### src/hdl/gubp_pkg.sv
`timescale 1ns / 1ps
`default_nettype none
package gubp_pkg;
  localparam int MAX_GROUP_DEF = 64;
  localparam int VAL_W = 24;
  localparam int OUT_W = 18;
  localparam int SUM_W = 53;
  localparam int ROOT_W = 27;
  localparam int QUO_W = 17;
  localparam int DIV_STEPS = 40;
  localparam logic [ROOT_W-1:0] ONE_Q16 = 27'd65536;

  typedef enum logic [2:0] {
    ST_LOAD,
    ST_SQRT,
    ST_READ,
    ST_DIV,
    ST_EMIT
  } state_t;
endpackage
`default_nettype wire

### src/hdl/group_unit_ball_projection_top.sv
`timescale 1ns / 1ps
`default_nettype none
// Group unit-ball projection.
// Input channel: drive in_value (signed Q8.16) and in_group_end with start;
// the element transfers on a clock edge where start is high and busy is low.
// Elements are buffered in an on-chip memory while the sum of squares builds
// up. A group closes on in_group_end or when MAX_GROUP elements are held.
// On close the block takes the floor square root of the sum (one result bit
// per cycle), clamps it to at least 1.0, and then for each buffered element
// reads the memory, runs a restoring divider one quotient bit per cycle and
// presents the result for one cycle on out_scaled with out_valid; out_last
// marks the final element.
// Loading accepts a new element on any cycle where busy is low; the root and
// divider units are bit-serial.
// busy is high from group close until the last result has been presented.
// The receiver cannot stall: each result is held for exactly one cycle.
// Synchronous reset (rst_n low) empties the open group and idles the block;
// memory contents are not cleared and are read only after being written.
module group_unit_ball_projection_top #(
  parameter int MAX_GROUP = gubp_pkg::MAX_GROUP_DEF
) (
  input  wire                              clk,
  input  wire                              rst_n,
  input  wire                              start,
  output logic                             busy,
  input  wire  signed [gubp_pkg::VAL_W-1:0] in_value,
  input  wire                              in_group_end,
  output logic                             out_valid,
  output logic signed [gubp_pkg::OUT_W-1:0] out_scaled,
  output logic                             out_last
);
  localparam int AW = (MAX_GROUP > 1) ? $clog2(MAX_GROUP) : 1;
  localparam int CW = $clog2(MAX_GROUP + 1);
  localparam int RW = gubp_pkg::ROOT_W;
  localparam int SW = gubp_pkg::SUM_W;
  localparam int DW = gubp_pkg::DIV_STEPS;

  // element store
  logic signed [gubp_pkg::VAL_W-1:0] mem [MAX_GROUP];
  logic signed [gubp_pkg::VAL_W-1:0] rd_data_r;
  logic [AW-1:0] rd_addr;
  logic          wr_en;

  gubp_pkg::state_t state_r, state_nxt;
  logic [CW-1:0] count_r, count_nxt;
  logic [CW-1:0] idx_r, idx_nxt;
  logic [SW-1:0] sum_r, sum_nxt;
  logic [RW-1:0] root_r, root_nxt;
  logic [SW-1:0] rem_r, rem_nxt;
  logic [4:0]    step_r, step_nxt;
  logic [RW-1:0] norm_r, norm_nxt;
  logic [RW:0]   drem_r, drem_nxt;
  logic [DW-1:0] dnum_r, dnum_nxt;
  logic [DW-1:0] quo_r, quo_nxt;
  logic [5:0]    dstep_r, dstep_nxt;
  logic          neg_r, neg_nxt;

  logic          take;
  logic [23:0]   mag_in;
  logic [47:0]   sq_in;
  logic [CW-1:0] count_inc;
  logic [SW-1:0] trial;
  logic [RW:0]   dtrial;
  logic [23:0]   mag_rd;
  logic [gubp_pkg::QUO_W:0] q_cut;

  assign take      = start && !busy;
  assign busy      = (state_r != gubp_pkg::ST_LOAD);
  assign count_inc = count_r + 1'b1;
  assign wr_en     = take;
  // read ahead at the index of the next cycle
  assign rd_addr   = idx_nxt[AW-1:0];
  assign mag_in    = in_value[23] ? 24'(-in_value) : 24'(in_value);
  assign sq_in     = mag_in * mag_in;
  assign mag_rd    = rd_data_r[23] ? 24'(-rd_data_r) : 24'(rd_data_r);

  // write on transfer, registered read
  always_ff @(posedge clk) begin
    if (wr_en) mem[count_r[AW-1:0]] <= in_value;
    rd_data_r <= mem[rd_addr];
  end

  // root trial: rem >= (root<<(step+1)) + (1<<(2*step))
  always_comb begin
    trial = (SW'(root_r) << (step_r + 5'd1)) + (SW'(1) << {step_r, 1'b0});
    dtrial = {drem_r[RW-1:0], dnum_r[DW-1]};
    q_cut = quo_r[gubp_pkg::QUO_W:0];
  end

  // next state
  always_comb begin
    state_nxt = state_r;
    case (state_r)
      gubp_pkg::ST_LOAD:
        if (take && (in_group_end || count_inc == CW'(MAX_GROUP)))
          state_nxt = gubp_pkg::ST_SQRT;
      gubp_pkg::ST_SQRT: if (step_r == 5'd0) state_nxt = gubp_pkg::ST_READ;
      gubp_pkg::ST_READ: state_nxt = gubp_pkg::ST_DIV;
      gubp_pkg::ST_DIV:  if (dstep_r == 6'd0) state_nxt = gubp_pkg::ST_EMIT;
      gubp_pkg::ST_EMIT:
        state_nxt = (idx_r + 1'b1 == count_r) ? gubp_pkg::ST_LOAD : gubp_pkg::ST_READ;
      default: state_nxt = gubp_pkg::ST_LOAD;
    endcase
  end

  // datapath updates
  always_comb begin
    count_nxt = count_r;
    idx_nxt   = idx_r;
    sum_nxt   = sum_r;
    root_nxt  = root_r;
    rem_nxt   = rem_r;
    step_nxt  = step_r;
    norm_nxt  = norm_r;
    drem_nxt  = drem_r;
    dnum_nxt  = dnum_r;
    quo_nxt   = quo_r;
    dstep_nxt = dstep_r;
    neg_nxt   = neg_r;
    case (state_r)
      gubp_pkg::ST_LOAD: begin
        idx_nxt = '0;
        if (take) begin
          count_nxt = count_inc;
          sum_nxt   = sum_r + SW'(sq_in);
          rem_nxt   = sum_r + SW'(sq_in);
          root_nxt  = '0;
          step_nxt  = 5'(RW - 1);
        end
      end
      gubp_pkg::ST_SQRT: begin
        // one root bit per cycle
        if (rem_r >= trial) begin
          rem_nxt  = rem_r - trial;
          root_nxt = root_r | (RW'(1) << step_r);
        end
        step_nxt = step_r - 5'd1;
        if (step_r == 5'd0) begin
          norm_nxt = ((rem_r >= trial) ? (root_r | RW'(1)) : root_r);
          if (norm_nxt < gubp_pkg::ONE_Q16) norm_nxt = gubp_pkg::ONE_Q16;
          sum_nxt = '0;
        end
      end
      gubp_pkg::ST_READ: begin
        neg_nxt   = rd_data_r[23];
        dnum_nxt  = {mag_rd, 16'd0};
        drem_nxt  = '0;
        quo_nxt   = '0;
        dstep_nxt = 6'(DW - 1);
      end
      gubp_pkg::ST_DIV: begin
        // one quotient bit per cycle
        if (dtrial >= {1'b0, norm_r}) begin
          drem_nxt = dtrial - {1'b0, norm_r};
          quo_nxt  = {quo_r[DW-2:0], 1'b1};
        end else begin
          drem_nxt = dtrial;
          quo_nxt  = {quo_r[DW-2:0], 1'b0};
        end
        dnum_nxt  = {dnum_r[DW-2:0], 1'b0};
        dstep_nxt = dstep_r - 6'd1;
      end
      gubp_pkg::ST_EMIT: begin
        idx_nxt = idx_r + 1'b1;
        if (idx_r + 1'b1 == count_r) count_nxt = '0;
      end
      default: ;
    endcase
  end

  // outputs
  always_comb begin
    out_valid  = (state_r == gubp_pkg::ST_EMIT);
    out_last   = out_valid && (idx_r + 1'b1 == count_r);
    out_scaled = neg_r ? -$signed(q_cut) : $signed(q_cut);
  end

  always_ff @(posedge clk) begin
    if (!rst_n) begin
      state_r <= gubp_pkg::ST_LOAD;
      count_r <= '0;
      idx_r   <= '0;
      sum_r   <= '0;
      step_r  <= '0;
      dstep_r <= '0;
    end else begin
      state_r <= state_nxt;
      count_r <= count_nxt;
      idx_r   <= idx_nxt;
      sum_r   <= sum_nxt;
      step_r  <= step_nxt;
      dstep_r <= dstep_nxt;
    end
    root_r <= root_nxt;
    rem_r  <= rem_nxt;
    norm_r <= norm_nxt;
    drem_r <= drem_nxt;
    dnum_r <= dnum_nxt;
    quo_r  <= quo_nxt;
    neg_r  <= neg_nxt;
  end

  // no transfer while a group is being closed
  a_no_take_busy: assert property (@(posedge clk) disable iff (!rst_n)
    busy |-> !take) else $error("transfer while busy");
  // last result returns to load
  a_last_idle: assert property (@(posedge clk) disable iff (!rst_n)
    out_last |=> !busy) else $error("not idle after last");
  // clamped norm never below one
  a_norm_min: assert property (@(posedge clk) disable iff (!rst_n)
    out_valid |-> norm_r >= gubp_pkg::ONE_Q16) else $error("norm below one");
  // quotient magnitude bounded by one
  a_quo_max: assert property (@(posedge clk) disable iff (!rst_n)
    out_valid |-> quo_r <= DW'(65536)) else $error("quotient too large");
endmodule
`default_nettype wire
### config.mk
export PLATFORM = sky130hd
export DESIGN_NAME = group_unit_ball_projection_top
export DESIGN_NICKNAME = d
export VERILOG_FILES = /design/src/hdl/gubp_pkg.sv /design/src/hdl/group_unit_ball_projection_top.sv
export SDC_FILE = /design/constraint.sdc
export NUM_CORES = 2
export LEC_CHECK = 0
export ABC_CLOCK_PERIOD_IN_PS = 15400
export BUFFER_PORTS_ARGS = -buffer_cell sky130_fd_sc_hd__clkbuf_2
export CORE_ASPECT_RATIO = 1.4
export CORE_MARGIN = 10
export CORE_UTILIZATION = 59
export CTS_BUF_LIST = sky130_fd_sc_hd__clkbuf_4 sky130_fd_sc_hd__clkbuf_8
export DETAILED_ROUTE_END_ITERATION = 10
export PLACE_DENSITY = 0.81
export SETUP_SLACK_MARGIN = 0.3
export SYNTH_ARGS = -nofsm -noshare
export SYNTH_HDL_FRONTEND = slang
export SYNTH_SLANG_ARGS = --single-unit
### constraint.sdc
create_clock -name clk -period 15.4 [get_ports clk]
set_clock_uncertainty 0.05 [all_clocks]
set_input_delay 1.54 -clock clk [delete_from_list [all_inputs] [get_ports clk]]
set_output_delay 1.54 -clock clk [all_outputs]
set_load 0.03 [all_outputs]
==> flow_metrics.py <==
metrics = {
    "run_status": {
        "status": "finished, final reports clean",
    },
    "critical_path": {
        "critPathLaunch": "in_value[0]",
        "endpoint_kind": "flop",
        "critical_path_required_ns": 16.06,
        "slowest_delay_ns": 0.95,
        "cp_slowest_cell": "a211oi_1",
        "critPathTopFamily": "adder cells",
        "r2r-start": "step_r[0]",
        "worst-path-buf-inv": 9,
        "cp.arrival_ns": 12.86,
        "startpoint_type": "primary input",
        "critical_path_class": "in2reg",
        "worstPathMaxFanout": 15,
        "crit_top_cell": "inv_1",
    },
    "cts": {
        "postCtsHoldBufs": 0,
        "ctsResizeCount": 0,
        "clk_pin_slew_worst_paths_ns": 0.06,
        "cts_tree": "built",
        "worstSkewPairLatency_ns": 1.06,
        "cts_made_buffers": 289,
        "clockBufferDepth": 4,
        "cts_setup_buffers": 0,
        "h-tree-depth": 5,
        "cts_sinks": 1818,
        "root_buffer": "clkbuf_8",
    },
    "routing": {
        "post-route-drc-count": 0,
        "dr.pass1.iters": 8,
        "post_drt_wl_per_cell_microns": 25.7,
        "vias_per_cell": 6.31,
        "wl_mm": 297,
        "drtAntennaViolNets": 0,
        "via_count": 72800,
        "drt_iter0_drc": 7945,
    },
    "floorplanning": {
        "die_w_microns": 368,
        "core_area_sq_um": 168000,
        "rows": 178,
        "ioPinCount": 49,
        "dieArea_sq_um": 186000,
        "start_util_pct": 59.4,
        "die_h_microns": 507,
    },
    "yosys": {
        "syn_area_sq_um": 99900,
        "synth_top_family_by_area": "simple AND/OR/NAND/NOR gates",
        "synth-seq-cells": 1818,
        "ys.flop_type": "edfxtp_1",
        "yosysUniqueCellTypes": 112,
        "async_reset_ff_share_pct": 0,
        "synthMuxAreaShare_pct": 1.20,
        "synth_area_per_cell_sq_um": 11.0,
        "ys_warn_count": 0,
        "synthCells": 9081,
        "synth-edff-count": 1713,
        "synthXorXnorAreaFrac_pct": 2.11,
        "synth-simple-area-share_pct": 15.1,
        "synth_compound_area_share_pct": 9.83,
        "synthAdderAreaFrac_pct": 13.1,
        "ys_seq_area_share_pct": 53.6,
    },
    "final_layout": {
        "area_growth_pct": 8.31,
        "fin_nets": 9872,
        "fillers": 12400,
        "finalNonFillerCells": 11500,
        "finalInstanceArea_sq_um": 108000,
        "final_cell_mix": "nand2_1 (2033), edfxtp_1 (1713), inv_1 (761)",
        "drive_gt1_share_pct": 9.48,
        "final_common_cell": "nand2_1",
    },
    "timing": {
        "slew_headroom_pct": 10.2,
        "hold_viol_final": 0,
        "finalMaxSlewViolations": 0,
        "finalSetupTns_ns": 0,
        "min_period_over_period_pct": 79.2,
        "final-setup-viol-count": 0,
        "fin_hold_ws_ns": 0.421,
        "rsz0062_at_grt": "false",
        "finalCriticalPeriod_ns": 12.20,
        "fmax_mhz": 82.0,
        "worstMarginPinSlew_ns": 1.34,
    },
    "placed_design": {
        "globalplace.congestion": 0.975,
        "port_buffers": 48,
        "placed_cells": 11000,
        "place_area_sq_um": 103000,
        "dpl.hpwl_mm": 192,
    },
    "global_routing": {
        "groute.usage.overall_pct": 31.0,
        "grt_use_met2_pct": 52.6,
        "grt_pass1_vias": 74100,
        "antenna_found_initial": 9,
        "met1_usage_pct": 33.2,
        "use_met3_pct": 5.65,
        "busiest_layer": "met2",
        "grt_pass1_wl_mm": 440,
        "overflow": 0,
        "grt_start_max_net_pins": 204,
    },
    "job": {
        "cap_violations": 0,
    },
    "min_path": {
        "holdCritPathClass": "reg2reg",
        "holdCritStartpoint": "sum_r[40]",
    },
}
area by class of cell:
class                           count  area [sq um]  area share, %
Inverter                          768          2880           2.66
Clock buffer                      403          4930           4.55
Timing Repair Buffer              229          1690           1.56
Tap cell                         2250          2820           2.60
Sequential cell                  1818         53500           49.5
Multi-Input combinational cell   5971         41700           38.6
Clock inverter                     92           616          0.569
Antenna cell                        4          10.0        0.00925
Yosys cell counts, types with 61 or more instances:
cell type | number | area share, %
a21o_1 | 120 | 0.90
nor2_1 | 369 | 1.4
clkbuf_1 | 458 | 1.7
a211oi_1 | 99 | 0.74
nor3_1 | 61 | 0.31
ha_1 | 298 | 3.7
xor2_1 | 99 | 0.87
a311oi_1 | 267 | 2.3
dfxtp_1 | 105 | 2.1
nand2_1 | 2033 | 7.6
nand3_1 | 487 | 2.4
a21oi_1 | 245 | 1.2
and3_1 | 247 | 1.5
xnor2_1 | 131 | 1.1
edfxtp_1 | 1713 | 51
inv_1 | 762 | 2.9
a31oi_1 | 168 | 1.1
fa_1 | 469 | 9.4
o21ai_0 | 191 | 0.96
sequential cells by signal (all words and copies together) (netlist names), 3 cells and up:
register and count:
count_r 7, dnum_r 24, drem_r 27, dstep_r 6
idx_r 7, mem 1536, norm_r 27, quo_r 18
rd_data_r 24, rem_r 53, root_r 27, state_r 3
step_r 5, sum_r 53
metal layers:
layer | routed length [microns] | vias to the layer above
li1 | - | 31900
met1 | 94500 | 35400
met2 | 146000 | 4260
met3 | 26100 | 1210
met4 | 30200 | 4
met5 | 27 | -
through the flow:
stage | util [%] | worst slack, ns
3_5_place_dp | 61.0 | 2.54
4_1_cts | 64.3 | 3.53
5_1_grt | 64.3 | 3.03
6_report | 64.3 | 3.20
2_1_floorplan | - | 3.83
3_3_place_gp | 61.0 | 2.61
path summary, 6_finish.rpt:
check,to,slack [ns],depth (start not counted)
max,rem_r[51],3.20,35
min,sum_r[40],0.42,2
max reg2reg,root_r[4],3.84,31
min reg2reg,sum_r[40],0.42,2
cell families (layout without fill, tap and decap cells):
family,count (synthesis),in the layout
buffers and inverters,1308,1492
and+or+nand+nor,3457,3457
AOI/OAI and AO/OA,1401,1401
DFF,1818,1818
adders and majority gates,767,767
xor gates and xnor gates,235,235
other,2,22
muxes,93,93
worst min-delay path, delay by kind of cell (launching register included):
kind | cells | cell delay (ns)
flops | 1 | 0.32
simple gates | 1 | 0.05
compound gates | 1 | 0.05
Power is not shown: default switching activity piles up to over one toggle a cycle in this logic, so the estimate is an artifact.
